File: src/rtl/core/rmb_pkg.sv
// Shared types and constants for the read minimizer binner.
`timescale 1ns / 1ps

package rmb_pkg;

    // field widths fixed by the interface
    localparam int BASE_W     = 3;
    localparam int SYM_W      = 2;
    localparam int SIG_CFG_W  = 4;
    localparam int CUT_CFG_W  = 5;
    localparam int SKIP_CFG_W = 4;
    localparam int BIN_W      = 31;
    localparam int POS_W      = 12;
    localparam int BSN_W      = 4;

    // base codes and limits
    localparam logic [BASE_W-1:0]    BASE_N      = 3'd4;
    localparam logic [BSN_W-1:0]     BSN_MAX     = 4'd15;
    localparam logic [SIG_CFG_W-1:0] SIG_LEN_MIN = 4'd3;

    // register map (word index)
    localparam int REG_IDX_W = 2;
    localparam logic [REG_IDX_W-1:0] REG_SIG_LEN  = 2'd0;
    localparam logic [REG_IDX_W-1:0] REG_MASK_CUT = 2'd1;
    localparam logic [REG_IDX_W-1:0] REG_SKIP     = 2'd2;

    // register reset values
    localparam logic [SIG_CFG_W-1:0]  SIG_LEN_RST  = 4'd8;
    localparam logic [CUT_CFG_W-1:0]  MASK_CUT_RST = 5'd0;
    localparam logic [SKIP_CFG_W-1:0] SKIP_RST     = 4'd0;

    // per-base control word handed from the front end to the back end
    typedef struct packed {
        logic [SYM_W-1:0] sym;     // 2-bit symbol, N folded to A
        logic             win;     // enough clean bases for a full window
        logic             upd;     // base lies within the maximum read length
        logic             last;    // final base of the read
        logic             many_n;  // N count reaches a third of the length
    } rmb_ctl_t;

    // status flags carried with a finished read
    typedef struct packed {
        logic fwd_found;
        logic rc_found;
        logic many_n;
    } rmb_flags_t;

endpackage

File: src/rtl/core/read_minimizer_binner.sv
// Top level of the read minimizer binner: config registers, front, queue, back, result stage.
//
//  Channel   Direction  Signals                                     Moves
//  s_        in         s_valid/s_ready, s_base_code, s_last_base   one base per request
//  m_        out        m_valid/m_ready, m_bin_value,
//                       m_min_position, m_is_reverse                one result per read
//  APB       in/out     psel, penable, pwrite, paddr, pwdata,
//                       prdata, pready                              register access
//
//  One base per cycle while the queue has room, set by the back end's k-mer roll and compare.
//  A result passes the queue, snapshot and output registers after the last base is accepted.
//  Reset is synchronous, active low; it clears all read state and loads register defaults.
//  A stalled result holds in the output register; the result stage and the two-entry
//  queue absorb further bases, and s_ready drops only when the queue is full.
`timescale 1ns / 1ps

module read_minimizer_binner #(
    parameter int MAX_SIG_LEN  = 15,
    parameter int MAX_READ_LEN = 4096,
    parameter int MAX_SKIP     = 15
) (
    input  logic                          aclk,
    input  logic                          aresetn,
    // configuration port
    input  logic                          psel,
    input  logic                          penable,
    input  logic                          pwrite,
    input  logic [3:0]                    paddr,
    input  logic [31:0]                   pwdata,
    output logic [31:0]                   prdata,
    output logic                          pready,
    // base input
    input  logic                          s_valid,
    output logic                          s_ready,
    input  logic [rmb_pkg::BASE_W-1:0]    s_base_code,
    input  logic                          s_last_base,
    // result output
    output logic                          m_valid,
    input  logic                          m_ready,
    output logic [rmb_pkg::BIN_W-1:0]     m_bin_value,
    output logic [rmb_pkg::POS_W-1:0]     m_min_position,
    output logic                          m_is_reverse
);

    localparam int CW       = $clog2(MAX_READ_LEN + 1);
    localparam int PSW      = (CW > rmb_pkg::POS_W) ? CW : rmb_pkg::POS_W;
    localparam int SKIP_CAP = (1 << rmb_pkg::SKIP_CFG_W) - 1;
    localparam int SKIP_TOP = (MAX_SKIP < SKIP_CAP) ? MAX_SKIP : SKIP_CAP;
    localparam int DD       = SKIP_TOP + 1;
    localparam int KW       = 2 * MAX_SIG_LEN;
    localparam int CTL_W    = $bits(rmb_pkg::rmb_ctl_t);
    localparam int QW       = CTL_W + 2 * CW;

    logic [rmb_pkg::SIG_CFG_W-1:0]  sig_len_reg;
    logic [rmb_pkg::CUT_CFG_W-1:0]  cut_reg;
    logic [rmb_pkg::SKIP_CFG_W-1:0] skip_reg;
    logic                           cfg_wr;
    logic [rmb_pkg::SIG_CFG_W-1:0]  k_eff;
    logic [rmb_pkg::SKIP_CFG_W-1:0] skip_eff;

    logic                           push_valid, push_ready;
    rmb_pkg::rmb_ctl_t              push_ctl;
    logic [CW-1:0]                  push_t, push_len;
    logic [QW-1:0]                  push_data, pop_data;
    logic                           q_valid, q_ready;
    rmb_pkg::rmb_ctl_t              q_ctl;
    logic [CW-1:0]                  q_t, q_len;

    logic                           snap_valid, fin_ready;
    rmb_pkg::rmb_flags_t            snap_flags;
    logic [KW-1:0]                  snap_fwd_val, snap_rc_val;
    logic [PSW-1:0]                 snap_fwd_start, snap_rc_start;
    logic [CW-1:0]                  snap_len;
    logic [rmb_pkg::SIG_CFG_W-1:0]  snap_k;

    // register writes
    assign pready = 1'b1;
    assign cfg_wr = psel && penable && pwrite && pready;

    always_ff @(posedge aclk) begin
        if (!aresetn) begin
            sig_len_reg <= rmb_pkg::SIG_LEN_RST;
            cut_reg     <= rmb_pkg::MASK_CUT_RST;
            skip_reg    <= rmb_pkg::SKIP_RST;
        end else if (cfg_wr) begin
            case (paddr[3:2])
                rmb_pkg::REG_SIG_LEN:  sig_len_reg <= pwdata[rmb_pkg::SIG_CFG_W-1:0];
                rmb_pkg::REG_MASK_CUT: cut_reg     <= pwdata[rmb_pkg::CUT_CFG_W-1:0];
                rmb_pkg::REG_SKIP:     skip_reg    <= pwdata[rmb_pkg::SKIP_CFG_W-1:0];
                default: ;
            endcase
        end
    end

    // register reads
    always_comb begin
        case (paddr[3:2])
            rmb_pkg::REG_SIG_LEN:  prdata = 32'(sig_len_reg);
            rmb_pkg::REG_MASK_CUT: prdata = 32'(cut_reg);
            rmb_pkg::REG_SKIP:     prdata = 32'(skip_reg);
            default:               prdata = 32'd0;
        endcase
    end

    // clamp signature length and skip zone to what the hardware holds
    always_comb begin
        if (sig_len_reg < rmb_pkg::SIG_LEN_MIN) begin
            k_eff = rmb_pkg::SIG_LEN_MIN;
        end else if (sig_len_reg > rmb_pkg::SIG_CFG_W'(MAX_SIG_LEN)) begin
            k_eff = rmb_pkg::SIG_CFG_W'(MAX_SIG_LEN);
        end else begin
            k_eff = sig_len_reg;
        end
        skip_eff = (skip_reg > rmb_pkg::SKIP_CFG_W'(SKIP_TOP)) ?
                   rmb_pkg::SKIP_CFG_W'(SKIP_TOP) : skip_reg;
    end

    // front end
    rmb_front #(
        .MAX_READ_LEN (MAX_READ_LEN),
        .CW           (CW)
    ) u_front (
        .aclk       (aclk),
        .aresetn    (aresetn),
        .in_valid   (s_valid),
        .in_ready   (s_ready),
        .base_code  (s_base_code),
        .last_base  (s_last_base),
        .k_eff      (k_eff),
        .push_valid (push_valid),
        .push_ready (push_ready),
        .push_ctl   (push_ctl),
        .push_t     (push_t),
        .push_len   (push_len)
    );

    assign push_data = {push_ctl, push_t, push_len};

    // decoupling queue
    rmb_queue #(
        .DW (QW)
    ) u_queue (
        .aclk       (aclk),
        .aresetn    (aresetn),
        .push_valid (push_valid),
        .push_ready (push_ready),
        .push_data  (push_data),
        .pop_valid  (q_valid),
        .pop_ready  (q_ready),
        .pop_data   (pop_data)
    );

    assign q_ctl = pop_data[QW-1 -: CTL_W];
    assign q_t   = pop_data[2*CW-1 -: CW];
    assign q_len = pop_data[CW-1:0];

    // back end
    rmb_back #(
        .MAX_SIG_LEN (MAX_SIG_LEN),
        .DD          (DD),
        .CW          (CW),
        .PSW         (PSW)
    ) u_back (
        .aclk           (aclk),
        .aresetn        (aresetn),
        .q_valid        (q_valid),
        .q_ready        (q_ready),
        .q_ctl          (q_ctl),
        .q_t            (q_t),
        .q_len          (q_len),
        .k_eff          (k_eff),
        .cut_bits       (cut_reg),
        .skip_eff       (skip_eff),
        .snap_valid     (snap_valid),
        .snap_ready     (fin_ready),
        .snap_flags     (snap_flags),
        .snap_fwd_val   (snap_fwd_val),
        .snap_fwd_start (snap_fwd_start),
        .snap_rc_val    (snap_rc_val),
        .snap_rc_start  (snap_rc_start),
        .snap_len       (snap_len),
        .snap_k         (snap_k)
    );

    // result stage
    rmb_finish #(
        .MAX_SIG_LEN (MAX_SIG_LEN),
        .CW          (CW),
        .PSW         (PSW)
    ) u_finish (
        .aclk           (aclk),
        .aresetn        (aresetn),
        .snap_valid     (snap_valid),
        .snap_ready     (fin_ready),
        .snap_flags     (snap_flags),
        .snap_fwd_val   (snap_fwd_val),
        .snap_fwd_start (snap_fwd_start),
        .snap_rc_val    (snap_rc_val),
        .snap_rc_start  (snap_rc_start),
        .snap_len       (snap_len),
        .snap_k         (snap_k),
        .m_valid        (m_valid),
        .m_ready        (m_ready),
        .m_bin_value    (m_bin_value),
        .m_min_position (m_min_position),
        .m_is_reverse   (m_is_reverse)
    );

`ifndef SYNTHESIS
    // a last base leaves the queue only when the result stage can take it
    assert property (@(posedge aclk) disable iff (!aresetn)
        (q_valid && q_ready && q_ctl.last) |-> fin_ready)
        else $error("last base popped while result stage busy");

    // a fresh result follows a popped last base through the snapshot and output registers
    assert property (@(posedge aclk) disable iff (!aresetn)
        $rose(m_valid) |-> $past(q_valid && q_ready && q_ctl.last, 2))
        else $error("result without matching last base");

    // the N bin is always reported forward at position zero
    assert property (@(posedge aclk) disable iff (!aresetn)
        (m_valid && (m_bin_value == (rmb_pkg::BIN_W'(1) << {k_eff, 1'b0})))
        |-> ((m_min_position == '0) && !m_is_reverse))
        else $error("N bin with non-zero position or reverse flag");
`endif

endmodule

File: src/rtl/core/rmb_front.sv
// Front end: accepts bases, classifies them and tracks length and N counts.
`timescale 1ns / 1ps

module rmb_front #(
    parameter int MAX_READ_LEN = 4096,
    parameter int CW           = 13
) (
    input  logic                         aclk,
    input  logic                         aresetn,
    input  logic                         in_valid,
    output logic                         in_ready,
    input  logic [rmb_pkg::BASE_W-1:0]   base_code,
    input  logic                         last_base,
    input  logic [rmb_pkg::SIG_CFG_W-1:0] k_eff,
    output logic                         push_valid,
    input  logic                         push_ready,
    output rmb_pkg::rmb_ctl_t            push_ctl,
    output logic [CW-1:0]                push_t,
    output logic [CW-1:0]                push_len
);

    logic [CW-1:0]                count_reg, count_next;
    logic [CW-1:0]                ncnt_reg, ncnt_next;
    logic [rmb_pkg::BSN_W-1:0]    bsn_reg, bsn_next;
    logic                         is_n;
    logic                         upd;
    logic                         take;
    logic [CW+1:0]                three_n;

    assign push_valid = in_valid;
    assign in_ready   = push_ready;
    assign take       = in_valid && push_ready;

    // classify the base and advance the per-read counters
    always_comb begin
        is_n       = base_code >= rmb_pkg::BASE_N;
        upd        = count_reg < CW'(MAX_READ_LEN);
        count_next = count_reg;
        ncnt_next  = ncnt_reg;
        bsn_next   = bsn_reg;
        if (upd) begin
            count_next = count_reg + CW'(1);
            if (is_n) begin
                ncnt_next = ncnt_reg + CW'(1);
                bsn_next  = '0;
            end else if (bsn_reg < rmb_pkg::BSN_MAX) begin
                bsn_next = bsn_reg + rmb_pkg::BSN_W'(1);
            end
        end
        // n >= len/3 is the same as 3n + 2 >= len
        three_n = (CW+2)'({ncnt_next, 1'b0}) + (CW+2)'(ncnt_next) + (CW+2)'(2);

        push_ctl.sym    = is_n ? '0 : base_code[rmb_pkg::SYM_W-1:0];
        push_ctl.win    = bsn_next >= k_eff;
        push_ctl.upd    = upd;
        push_ctl.last   = last_base;
        push_ctl.many_n = three_n >= (CW+2)'(count_next);
        push_t          = count_reg;
        push_len        = count_next;
    end

    // counters restart after the last base of each read
    always_ff @(posedge aclk) begin
        if (!aresetn) begin
            count_reg <= '0;
            ncnt_reg  <= '0;
            bsn_reg   <= '0;
        end else if (take) begin
            if (last_base) begin
                count_reg <= '0;
                ncnt_reg  <= '0;
                bsn_reg   <= '0;
            end else begin
                count_reg <= count_next;
                ncnt_reg  <= ncnt_next;
                bsn_reg   <= bsn_next;
            end
        end
    end

endmodule

File: src/rtl/core/rmb_queue.sv
// Two-entry request queue between the front and back ends.
`timescale 1ns / 1ps

module rmb_queue #(
    parameter int DW = 32
) (
    input  logic          aclk,
    input  logic          aresetn,
    input  logic          push_valid,
    output logic          push_ready,
    input  logic [DW-1:0] push_data,
    output logic          pop_valid,
    input  logic          pop_ready,
    output logic [DW-1:0] pop_data
);

    localparam logic [1:0] QUEUE_DEPTH = 2'd2;

    logic [DW-1:0] mem_reg [2];
    logic          wr_ptr_reg;
    logic          rd_ptr_reg;
    logic [1:0]    cnt_reg;
    logic          push_ok;
    logic          pop_ok;

    assign push_ready = cnt_reg != QUEUE_DEPTH;
    assign pop_valid  = cnt_reg != 2'd0;
    assign pop_data   = mem_reg[rd_ptr_reg];
    assign push_ok    = push_valid && push_ready;
    assign pop_ok     = pop_valid && pop_ready;

    // pointers and fill level
    always_ff @(posedge aclk) begin
        if (!aresetn) begin
            wr_ptr_reg <= 1'b0;
            rd_ptr_reg <= 1'b0;
            cnt_reg    <= 2'd0;
        end else begin
            if (push_ok) wr_ptr_reg <= ~wr_ptr_reg;
            if (pop_ok)  rd_ptr_reg <= ~rd_ptr_reg;
            if (push_ok && !pop_ok)      cnt_reg <= cnt_reg + 2'd1;
            else if (!push_ok && pop_ok) cnt_reg <= cnt_reg - 2'd1;
        end
    end

    // storage
    always_ff @(posedge aclk) begin
        if (push_ok) mem_reg[wr_ptr_reg] <= push_data;
    end

endmodule

File: src/rtl/core/rmb_back.sv
// Back end: rolls both k-mers, delays forward windows and keeps per-strand minima.
`timescale 1ns / 1ps

module rmb_back #(
    parameter int MAX_SIG_LEN = 15,
    parameter int DD          = 16,
    parameter int CW          = 13,
    parameter int PSW         = 13
) (
    input  logic                           aclk,
    input  logic                           aresetn,
    input  logic                           q_valid,
    output logic                           q_ready,
    input  rmb_pkg::rmb_ctl_t              q_ctl,
    input  logic [CW-1:0]                  q_t,
    input  logic [CW-1:0]                  q_len,
    input  logic [rmb_pkg::SIG_CFG_W-1:0]  k_eff,
    input  logic [rmb_pkg::CUT_CFG_W-1:0]  cut_bits,
    input  logic [rmb_pkg::SKIP_CFG_W-1:0] skip_eff,
    output logic                           snap_valid,
    input  logic                           snap_ready,
    output rmb_pkg::rmb_flags_t            snap_flags,
    output logic [2*MAX_SIG_LEN-1:0]       snap_fwd_val,
    output logic [PSW-1:0]                 snap_fwd_start,
    output logic [2*MAX_SIG_LEN-1:0]       snap_rc_val,
    output logic [PSW-1:0]                 snap_rc_start,
    output logic [CW-1:0]                  snap_len,
    output logic [rmb_pkg::SIG_CFG_W-1:0]  snap_k
);

    localparam int KW  = 2 * MAX_SIG_LEN;
    localparam int DIW = (DD > 1) ? $clog2(DD) : 1;

    // signature check: low cutoff bits clear, no AAA/AAC head, no AA pair below
    function automatic logic sig_ok(
        input logic [KW-1:0]                 m,
        input logic [rmb_pkg::SIG_CFG_W-1:0] k,
        input logic [rmb_pkg::CUT_CFG_W-1:0] cut
    );
        logic [31:0] low_mask;
        logic [4:0]  top_sh;
        logic [KW:0] top_lim;
        logic        ok;
        low_mask = ~(32'hFFFF_FFFF << cut);
        top_sh   = {k, 1'b0} - 5'd5;
        top_lim  = (KW+1)'(1) << top_sh;
        ok       = ((32'(m) & low_mask) == 32'd0) && ((KW+1)'(m) >= top_lim);
        for (int j = 0; j + 2 < MAX_SIG_LEN; j++) begin
            if ((m[2*j +: 4] == 4'd0) && ((j + 2) < int'(k))) ok = 1'b0;
        end
        return ok;
    endfunction

    logic [KW-1:0]  fwd_kmer_reg, rc_kmer_reg;
    logic [KW-1:0]  fwd_step, rc_step;
    logic [DD-1:0]  dl_vld_reg, dl_vld_next;
    logic [KW-1:0]  dl_val_reg [DD];
    logic [KW-1:0]  fwd_best_reg, fwd_best_next;
    logic [KW-1:0]  rc_best_reg, rc_best_next;
    logic [PSW-1:0] fwd_start_reg, fwd_start_next;
    logic [PSW-1:0] rc_start_reg, rc_start_next;
    logic           fwd_found_reg, fwd_found_next;
    logic           rc_found_reg, rc_found_next;
    logic [4:0]     k2;
    logic [KW:0]    k_pow;
    logic [KW-1:0]  kmask;
    logic           fwd_ok, rc_ok, rc_in_zone;
    logic [DIW-1:0] rd_idx;
    logic           tap_vld;
    logic [KW-1:0]  tap_val;
    logic           pop;

    // a last base needs room in the result stage
    assign q_ready = !q_ctl.last || snap_ready;
    assign pop     = q_valid && q_ready;

    // rolled windows for this base
    always_comb begin
        k2       = {k_eff, 1'b0};
        k_pow    = (KW+1)'(1) << k2;
        kmask    = KW'(k_pow - (KW+1)'(1));
        fwd_step = {fwd_kmer_reg[KW-3:0], q_ctl.sym} & kmask;
        rc_step  = ((rc_kmer_reg >> 2) | (KW'(~q_ctl.sym) << (k2 - 5'd2))) & kmask;
        fwd_ok   = sig_ok(fwd_step, k_eff, cut_bits);
        rc_ok    = sig_ok(rc_step, k_eff, cut_bits);
        rd_idx   = skip_eff[DIW-1:0];
        tap_vld  = dl_vld_reg[rd_idx];
        tap_val  = dl_val_reg[rd_idx];
        rc_in_zone = (CW+1)'(q_t) >= ((CW+1)'(k_eff) + (CW+1)'(skip_eff));
    end

    // minimum tracking on both strands
    always_comb begin
        fwd_best_next  = fwd_best_reg;
        fwd_start_next = fwd_start_reg;
        fwd_found_next = fwd_found_reg;
        rc_best_next   = rc_best_reg;
        rc_start_next  = rc_start_reg;
        rc_found_next  = rc_found_reg;
        dl_vld_next    = dl_vld_reg;
        if (q_ctl.upd) begin
            // forward window that has aged past the skip zone
            if (tap_vld && (!fwd_found_reg || (tap_val < fwd_best_reg))) begin
                fwd_best_next  = tap_val;
                fwd_start_next = PSW'(q_t) - PSW'(skip_eff) - PSW'(k_eff);
                fwd_found_next = 1'b1;
            end
            dl_vld_next[0] = q_ctl.win && fwd_ok;
            for (int i = 1; i < DD; i++) dl_vld_next[i] = dl_vld_reg[i-1];
            // reverse window; later equal values win
            if (q_ctl.win && rc_in_zone && rc_ok &&
                (!rc_found_reg || (rc_step <= rc_best_reg))) begin
                rc_best_next  = rc_step;
                rc_start_next = PSW'(q_t) + PSW'(1) - PSW'(k_eff);
                rc_found_next = 1'b1;
            end
        end
    end

    // finished read goes to the result stage
    always_comb begin
        snap_valid           = q_valid && q_ctl.last;
        snap_flags.fwd_found = fwd_found_next;
        snap_flags.rc_found  = rc_found_next;
        snap_flags.many_n    = q_ctl.many_n;
        snap_fwd_val         = fwd_best_next;
        snap_fwd_start       = fwd_start_next;
        snap_rc_val          = rc_best_next;
        snap_rc_start        = rc_start_next;
        snap_len             = q_len;
        snap_k               = k_eff;
    end

    // read state, cleared after each last base
    always_ff @(posedge aclk) begin
        if (!aresetn) begin
            fwd_kmer_reg  <= '0;
            rc_kmer_reg   <= '0;
            dl_vld_reg    <= '0;
            fwd_found_reg <= 1'b0;
            rc_found_reg  <= 1'b0;
        end else if (pop) begin
            if (q_ctl.last) begin
                fwd_kmer_reg  <= '0;
                rc_kmer_reg   <= '0;
                dl_vld_reg    <= '0;
                fwd_found_reg <= 1'b0;
                rc_found_reg  <= 1'b0;
            end else if (q_ctl.upd) begin
                fwd_kmer_reg  <= fwd_step;
                rc_kmer_reg   <= rc_step;
                dl_vld_reg    <= dl_vld_next;
                fwd_found_reg <= fwd_found_next;
                rc_found_reg  <= rc_found_next;
            end
        end
    end

    // window delay line and best-value payload
    always_ff @(posedge aclk) begin
        if (pop && q_ctl.upd) begin
            dl_val_reg[0] <= fwd_step;
            for (int i = 1; i < DD; i++) dl_val_reg[i] <= dl_val_reg[i-1];
            fwd_best_reg  <= fwd_best_next;
            fwd_start_reg <= fwd_start_next;
            rc_best_reg   <= rc_best_next;
            rc_start_reg  <= rc_start_next;
        end
    end

endmodule

File: src/rtl/core/rmb_finish.sv
// Result stage: picks strand or N bin for a finished read and holds the result.
`timescale 1ns / 1ps

module rmb_finish #(
    parameter int MAX_SIG_LEN = 15,
    parameter int CW          = 13,
    parameter int PSW         = 13
) (
    input  logic                          aclk,
    input  logic                          aresetn,
    input  logic                          snap_valid,
    output logic                          snap_ready,
    input  rmb_pkg::rmb_flags_t           snap_flags,
    input  logic [2*MAX_SIG_LEN-1:0]      snap_fwd_val,
    input  logic [PSW-1:0]                snap_fwd_start,
    input  logic [2*MAX_SIG_LEN-1:0]      snap_rc_val,
    input  logic [PSW-1:0]                snap_rc_start,
    input  logic [CW-1:0]                 snap_len,
    input  logic [rmb_pkg::SIG_CFG_W-1:0] snap_k,
    output logic                          m_valid,
    input  logic                          m_ready,
    output logic [rmb_pkg::BIN_W-1:0]     m_bin_value,
    output logic [rmb_pkg::POS_W-1:0]     m_min_position,
    output logic                          m_is_reverse
);

    localparam int KW = 2 * MAX_SIG_LEN;

    logic                          snap_v_reg;
    rmb_pkg::rmb_flags_t           flags_reg;
    logic [KW-1:0]                 fwd_val_reg, rc_val_reg;
    logic [PSW-1:0]                fwd_start_reg, rc_start_reg;
    logic [CW-1:0]                 len_reg;
    logic [rmb_pkg::SIG_CFG_W-1:0] k_reg;
    logic                          out_v_reg;
    logic [rmb_pkg::BIN_W-1:0]     bin_reg, bin_next;
    logic [rmb_pkg::POS_W-1:0]     pos_reg, pos_next;
    logic                          rev_reg, rev_next;
    logic                          adv;
    logic                          load;
    logic [rmb_pkg::BIN_W-1:0]     n_bin, fv, rv;
    logic [PSW-1:0]                rc_pos;

    assign adv        = snap_v_reg && (!out_v_reg || m_ready);
    assign snap_ready = !snap_v_reg || adv;
    assign load       = snap_valid && snap_ready;

    assign m_valid        = out_v_reg;
    assign m_bin_value    = bin_reg;
    assign m_min_position = pos_reg;
    assign m_is_reverse   = rev_reg;

    // strand choice; forward wins ties, N bin forces forward at position 0
    always_comb begin
        n_bin  = rmb_pkg::BIN_W'(1) << {k_reg, 1'b0};
        fv     = (flags_reg.fwd_found && !flags_reg.many_n) ?
                 rmb_pkg::BIN_W'(fwd_val_reg) : n_bin;
        rv     = (flags_reg.rc_found && !flags_reg.many_n) ?
                 rmb_pkg::BIN_W'(rc_val_reg) : n_bin;
        rc_pos = PSW'(len_reg) - PSW'(k_reg) - rc_start_reg;
        if (fv <= rv) begin
            bin_next = fv;
            pos_next = fwd_start_reg[rmb_pkg::POS_W-1:0];
            rev_next = 1'b0;
        end else begin
            bin_next = rv;
            pos_next = rc_pos[rmb_pkg::POS_W-1:0];
            rev_next = 1'b1;
        end
        if (bin_next == n_bin) begin
            pos_next = '0;
            rev_next = 1'b0;
        end
    end

    // stage and output valid flags
    always_ff @(posedge aclk) begin
        if (!aresetn) begin
            snap_v_reg <= 1'b0;
            out_v_reg  <= 1'b0;
        end else begin
            if (load)     snap_v_reg <= 1'b1;
            else if (adv) snap_v_reg <= 1'b0;
            if (adv)          out_v_reg <= 1'b1;
            else if (m_ready) out_v_reg <= 1'b0;
        end
    end

    // payload
    always_ff @(posedge aclk) begin
        if (load) begin
            flags_reg     <= snap_flags;
            fwd_val_reg   <= snap_fwd_val;
            fwd_start_reg <= snap_fwd_start;
            rc_val_reg    <= snap_rc_val;
            rc_start_reg  <= snap_rc_start;
            len_reg       <= snap_len;
            k_reg         <= snap_k;
        end
        if (adv) begin
            bin_reg <= bin_next;
            pos_reg <= pos_next;
            rev_reg <= rev_next;
        end
    end

endmodule
File: config.mk
export PLATFORM = sky130hd
export DESIGN_NAME = read_minimizer_binner
export DESIGN_NICKNAME = d
export VERILOG_FILES = /design/src/rtl/core/rmb_pkg.sv /design/src/rtl/core/read_minimizer_binner.sv /design/src/rtl/core/rmb_front.sv /design/src/rtl/core/rmb_queue.sv /design/src/rtl/core/rmb_back.sv /design/src/rtl/core/rmb_finish.sv
export SDC_FILE = /design/constraint.sdc
export NUM_CORES = 1
export LEC_CHECK = 0
export ABC_AREA = 1
export BUFFER_PORTS_ARGS = -buffer_cell sky130_fd_sc_hd__buf_4
export CORE_MARGIN = 3
export CORE_UTILIZATION = 35
export CTS_BUF_LIST = sky130_fd_sc_hd__clkbuf_2 sky130_fd_sc_hd__clkbuf_4 sky130_fd_sc_hd__clkbuf_8
export DETAILED_ROUTE_END_ITERATION = 10
export PLACE_DENSITY = 0.47
export SLEW_MARGIN = 30
export SYNTH_ARGS = -nofsm -noshare
export SYNTH_HDL_FRONTEND = slang
export SYNTH_SLANG_ARGS = --single-unit
File: constraint.sdc
create_clock -name aclk -period 83.7 [get_ports aclk]
set_clock_uncertainty 0.2 [all_clocks]
set_input_delay 20.925 -clock aclk [delete_from_list [all_inputs] [get_ports aclk]]
set_output_delay 20.925 -clock aclk [all_outputs]
set_load 0.01 [all_outputs]
After elaboration in Yosys (flattened, before gate mapping)
Memory sizes are Yosys's and may differ from the RTL's. A register that Yosys moved wholly into a read port is not among the register bits.
Index checks and enable logic that the tools add are counted.
- memories: 2
- output and inout port bits: 79
- bits in registers: 358
- word-level logic and storage cells: 274
- input port bits: 47
- RAM bits: 544
- equality and inequality tests: 4
- muxes and demuxes: 81
- order comparisons: 28
- bitwise logic cells: 9
- add/sub/neg operators: 17
- shift operators: 5
- reductions and logical operators: 96
- memory list (memory ; words ; bits a word ; read ports ; clocked after memory_dff ; wr ports ; line ; text):
    u_back.dl_val_reg ; 16 ; 30 ; 16 ; 0 ; 16 ; rmb_back.sv:57 ; logic [KW-1:0] dl_val_reg [DD];
    u_queue.mem_reg ; 2 ; 32 ; 1 ; 1 ; 1 ; rmb_queue.sv:19 ; logic [DW-1:0] mem_reg [2];
- operators with widths (operator ; number):
    30-bit two-way mux ; 6
    13-bit two-way mux ; 9
    4-bit logical NOT ; 26
    31-bit two-way mux ; 3
    30-bit by 32-bit bitwise AND with 32-bit output ; 2
    32-bit logical NOT ; 2
    30-bit by 31-bit >= comparator with 1-bit output ; 2
    1-bit by 5-bit << shifter with 31-bit output (first input constant) ; 2
    30-bit bitwise AND ; 2
    28-bit two-way mux ; 2
    1-bit two-way mux ; 46
    1-bit logical AND ; 45
    13-bit by 1-bit adder with 13-bit output (second input constant) ; 3
    13-bit by 4-bit subtractor with 13-bit output ; 3
    16-bit two-way mux ; 2
    32-bit inverter ; 1
    32-bit by 5-bit << shifter with 32-bit output (first input constant) ; 1
    31-bit equality test ; 1
    31-bit less-or-equal comparator ; 1
    30-bit less-or-equal comparator ; 1
    30-bit less-than comparator ; 1
    2-bit inverter with 30-bit output ; 1
    28-bit by 30-bit OR with 30-bit output ; 1
    1-bit by 5-bit << shifter with 30-bit output (first input constant) ; 1
    38 further kinds ; 76

Depth between registers and ports, before layout
- depth after elaboration: 29
- mapped depth: 28
- gate-level depth less buffers: 26

By module
From an unflattened synthesis, not the netlist that was laid out.
- cells, all modules: 4769
- area, all modules: 46329.4 um2
- modules (own cells, without submodules) (module ; area an instance (um2) ; cells an instance ; instances ; sequential area each (um2)):
    rmb_back ; 31716.7 ; 3223 ; 1 ; 18477.7
    rmb_finish ; 7996.4 ; 825 ; 1 ; 4454.3
    rmb_front ; 2986.6 ; 446 ; 1 ; 600.6
    rmb_queue ; 2708.8 ; 137 ; 1 ; 2021.9
    read_minimizer_binner ; 920.9 ; 138 ; 1 ; 260.2

Worst setup path after synthesis
Ideal clock, no wire load.
- kind: input to register
- from: input m_ready
- to: register u_back.fwd_kmer_reg[10]
- cell stages on the path: 11
- required time: 83.430 ns
- path slack: 35.446 ns
- buffers on the path: 1
- library setup time: 0.070 ns
- arrival: 47.983 ns
- cell sequence: inv_1 -> nand2_1 -> nor2_1 -> inv_1 -> o21ai_0 -> nor2_1 -> nand2_1 -> inv_2 -> clkbuf_1 -> nand2_1 -> a21oi_1
- longest elaborated chain between the ends: 6
- RTL lines (what ; line ; text):
    start, declared ; read_minimizer_binner.sv:39 ; input logic m_ready,
    1-bit logical OR ; rmb_finish.sv:44 ; assign adv = snap_v_reg && (!out_v_reg || m_ready);
    1-bit logical AND ; rmb_finish.sv:44 ;
    1-bit logical OR ; rmb_finish.sv:45 ; assign snap_ready = !snap_v_reg || adv;
    1-bit logical OR ; rmb_back.sv:74 ; assign q_ready = !q_ctl.last || snap_ready;
    1-bit logical AND ; rmb_back.sv:75 ; assign pop = q_valid && q_ready;
    2-bit AND reduction (no line) ; n/a ;
    end signal, assigned ; rmb_back.sv:150 ; fwd_kmer_reg <= fwd_step;
    end, declared ; rmb_back.sv:54 ; logic [KW-1:0] fwd_kmer_reg, rc_kmer_reg;
Every way passes these cells.
A chain may end at the register's enable or synchronous reset.

Worst setup path in the final report
- from: input paddr[3]
- to: output prdata[3]
- longest elaborated chain between the ends: 2
- elaborated cells on any way between the ends: 4
- those cells by class: eq/ne: 2; mux: 1; reduce/logical: 1
- RTL lines (what ; line ; text):
    start, declared ; read_minimizer_binner.sv:28 ; input logic [3:0] paddr,
    2-bit equality test (tied with other cells) ; read_minimizer_binner.sv:97 ; case (paddr[3:2])
    5-bit case mux with 3 select lines * ; read_minimizer_binner.sv:97 ;
    end, declared ; read_minimizer_binner.sv:30 ; output logic [31:0] prdata,
Mark *: on every way between the ends. The rest lies on a longest branch, timed or not.

==> summary.md <==
| Metric | Value |
|---|---|
| Req. time, crit path | `62.58 ns` |
| P&R area growth vs syn | `11.4%` |
| Final ANT Viol Nets | `0` |
| Max-slew violation count | `0` |
| Total internal power | `1.17 mW` |
| Setup-violating endpoint count in the final report | `0` |
| Largest net degree at the start of global routing | `158` |
| Final Hold Fails | `0` |
| Drt wl/cell | `19.8 µm` |
| Critical Path Source | `paddr[3]` |
| Final TNS setup | `0 ns` |
| Crit path cell chain | `buf_4 > nor2_1 > nand2_1 > o221ai_1 > buf_4` |
| Clk network pwr share | `21.7%` |
| Die X | `364 µm` |
| GP Congestion | `0.929` |
| Switching power | `0.685 mW` |
| Most common cell after layout, fill and taps aside | `nand2_1` |
| Insertion delay to the later sink of the worst-skew pair | `0.87 ns` |
| Share of layout cells above drive strength 1 | `9.35%` |
| EDFF count, synth | `773` |
| Synthesized area | `44,900 µm²` |
| Grt total ovfl | `0` |
| Port bufs | `68` |
| # clock sinks | `897` |
| First-pass GRT wire length | `194 mm` |
| CP max stage delay | `0.27 ns` |
| Clk buf depth | `3` |
| Reg power frac | `46.9%` |
| Vias in the first global route | `31,600` |
| H-tree depth | `4` |
| Synth warn | `0` |
| WL final | `127 mm` |
| Fill cells | `12,600` |
| Status | `finished, final reports clean` |
| Synth Instances | `4,571` |
| CP dominant cell by count | `buf_4` |
| Nature of the critical path startpoint | `input pin` |
| Tcrit/Tclk final | `51.1%` |
| CTS tree | `done` |
| Setup CP Type | `in2out` |
| Clock slew at reported path FFs | `0.06 ns` |
| Crit-path max FO | `5` |
| Slew of the pin with the lowest slew margin | `0.947 ns` |
| Crit path DAT | `21.66 ns` |
| Detailed placement HPWL | `84.0 mm` |
| Root Driver | `clkbuf_8` |
| Fin nets | `4,921` |
| Num ports | `126` |
| Share of Yosys cell area claimed by the top area cell type | `51.7%` |
| Commonest non-fill, non-tap cells in the layout | `nand2_1, edfxtp_1, nor2_1` |
| Worst hold path class | `reg2reg` |
| 1st-pass router iterations | `5` |
| Post-CTS Setup Inserts | `0` |
| Die area | `133,000 µm²` |
| Area leader, netlist | `edfxtp_1` |
| Total vias in the final route | `32,400` |
| Worst r2r src | `sig_len_reg[3]` |
| Number of flip-flops under the largest register name | `480` |
| Sw Share | `37.0%` |
| Worst slew margin | `36.6%` |
| Vert. Die Dim | `364 µm` |
| Core Util, Final | `39.5%` |
| Min Tclk post-route | `42.78 ns` |
| Row count | `130` |
| Top cells by area, synth | `edfxtp_1, nand2_1, ha_1` |
| RSZ-0062 raised after global routing | `no` |
| Initial antenna violation count | `5` |
| Post_cts resized | `0` |
| Worst vdd ir | `22.7 µV` |
| Via-to-Cell Ratio | `5.05` |
| Pwr Total | `1.85 mW` |
| Ys async rst share | `0%` |
| Comb pwr share | `31.4%` |
| Yosys reg bits | `897` |
| Initial DRC count | `2,898` |
| Total global-route track usage | `19.1%` |
| Register area share after synthesis | `57.2%` |
| Hold Buf Count CTS | `0` |
| P_leak | `20.5 nW` |
| Max Clk Rate | `23.4 MHz` |
| Primary FF master, synth | `edfxtp_1` |
| Pwr dens | `37.0 nW/µm²` |
| CTS Buf Count | `157` |
| Core box area | `127,000 µm²` |
| Initial Util | `35.5%` |
| Slowest CP cell | `nor2_1` |
| Yosys cell types | `68` |
| Drt drc | `0` |
| Crit. End Element | `primary output` |
| Worst Min Path Start | `u_back.dl_val_reg[14][16]` |
| Mapped Avg Cell Area | `9.82 µm²` |
| Max-cap violations | `0` |
## power by group through the flow
stage,sequential [mW],combinational (mW),clock [mW]
after floorplan,1.01,0.394,0
after global placement,0.870,0.584,0
after detailed placement,0.876,0.589,0
after CTS,0.869,0.591,0.416
after global routing,0.890,0.660,0.436
final,0.868,0.581,0.402
## layout make-up
cell class	instances	area (µm²)	area share, %
Multi-Input combinational cell	3009	16500	33.0
Clock inverter	64	412	0.823
Sequential cell	897	25700	51.4
Antenna cell	4	10.0	0.0200
Inverter	459	1740	3.48
Tap cell	1650	2060	4.13
Clock buffer	220	2670	5.34
Timing Repair Buffer	110	878	1.76
## worst paths after layout
path,end,slack (ns),depth (start not counted)
hold / removal,u_back.dl_val_reg[15][16],0.23,0
setup reg to reg,u_back.rc_best_reg[26],77.03,24
setup / recovery,prdata[3],40.92,5
hold reg to reg,u_back.dl_val_reg[15][16],0.23,0
## cell usage after synthesis (39+ instances only)
| cell type | instances |
|---|---|
| nand2_1 | 974 |
| edfxtp_1 | 773 |
| nor2_1 | 446 |
| inv_1 | 436 |
| o21ai_0 | 392 |
| ha_1 | 229 |
| a21oi_1 | 223 |
| nand3_1 | 222 |
| clkbuf_1 | 156 |
| dfxtp_1 | 124 |
| o221ai_1 | 102 |
| nand4_1 | 69 |
| xor2_1 | 39 |
## critical path, delay by kind of cell
family / cells / cell delay [ns]
simple gates: 2 / 0.36
compound gates: 1 / 0.10
buf+inv: 2 / 0.27
## cell families after synthesis
logic type / count (synthesis) / share of synthesized area, %
buf+inv: 691 / 6.30
flops: 897 / 57.2
simple gates: 1823 / 17.2
compound gates: 849 / 10.9
xor+xnor: 66 / 1.35
fa+ha+maj: 240 / 6.87
other cells: 2 / 0.0167
mux: 3 / 0.0669
## through the flow
| step | setup slack (ns) | hold WS [ns] | instances | area [µm²] |
|---|---|---|---|---|
| 2_1_floorplan | 35.45 | 0.221 | 4597 | 45000 |
| 3_3_place_gp | 40.95 | 0.221 | 6124 | 46900 |
| 3_5_place_dp | 40.92 | 0.226 | 6125 | 46900 |
| 4_1_cts | 40.91 | 0.222 | 6409 | 50000 |
| 5_1_grt | 40.81 | 0.234 | 6413 | 50000 |
| 6_report | 40.92 | 0.230 | 6413 | 50000 |
## routing by layer
metal	track usage, %	share of wire (%)	vias to the layer above
met5	0	0	-
met2	29.8	45	760
li1	-	-	15900
met3	3.12	4.9	186
met4	5.55	2.1	0
met1	27.3	48	15500
No activity file was read; power rests on OpenSTA's default activity.
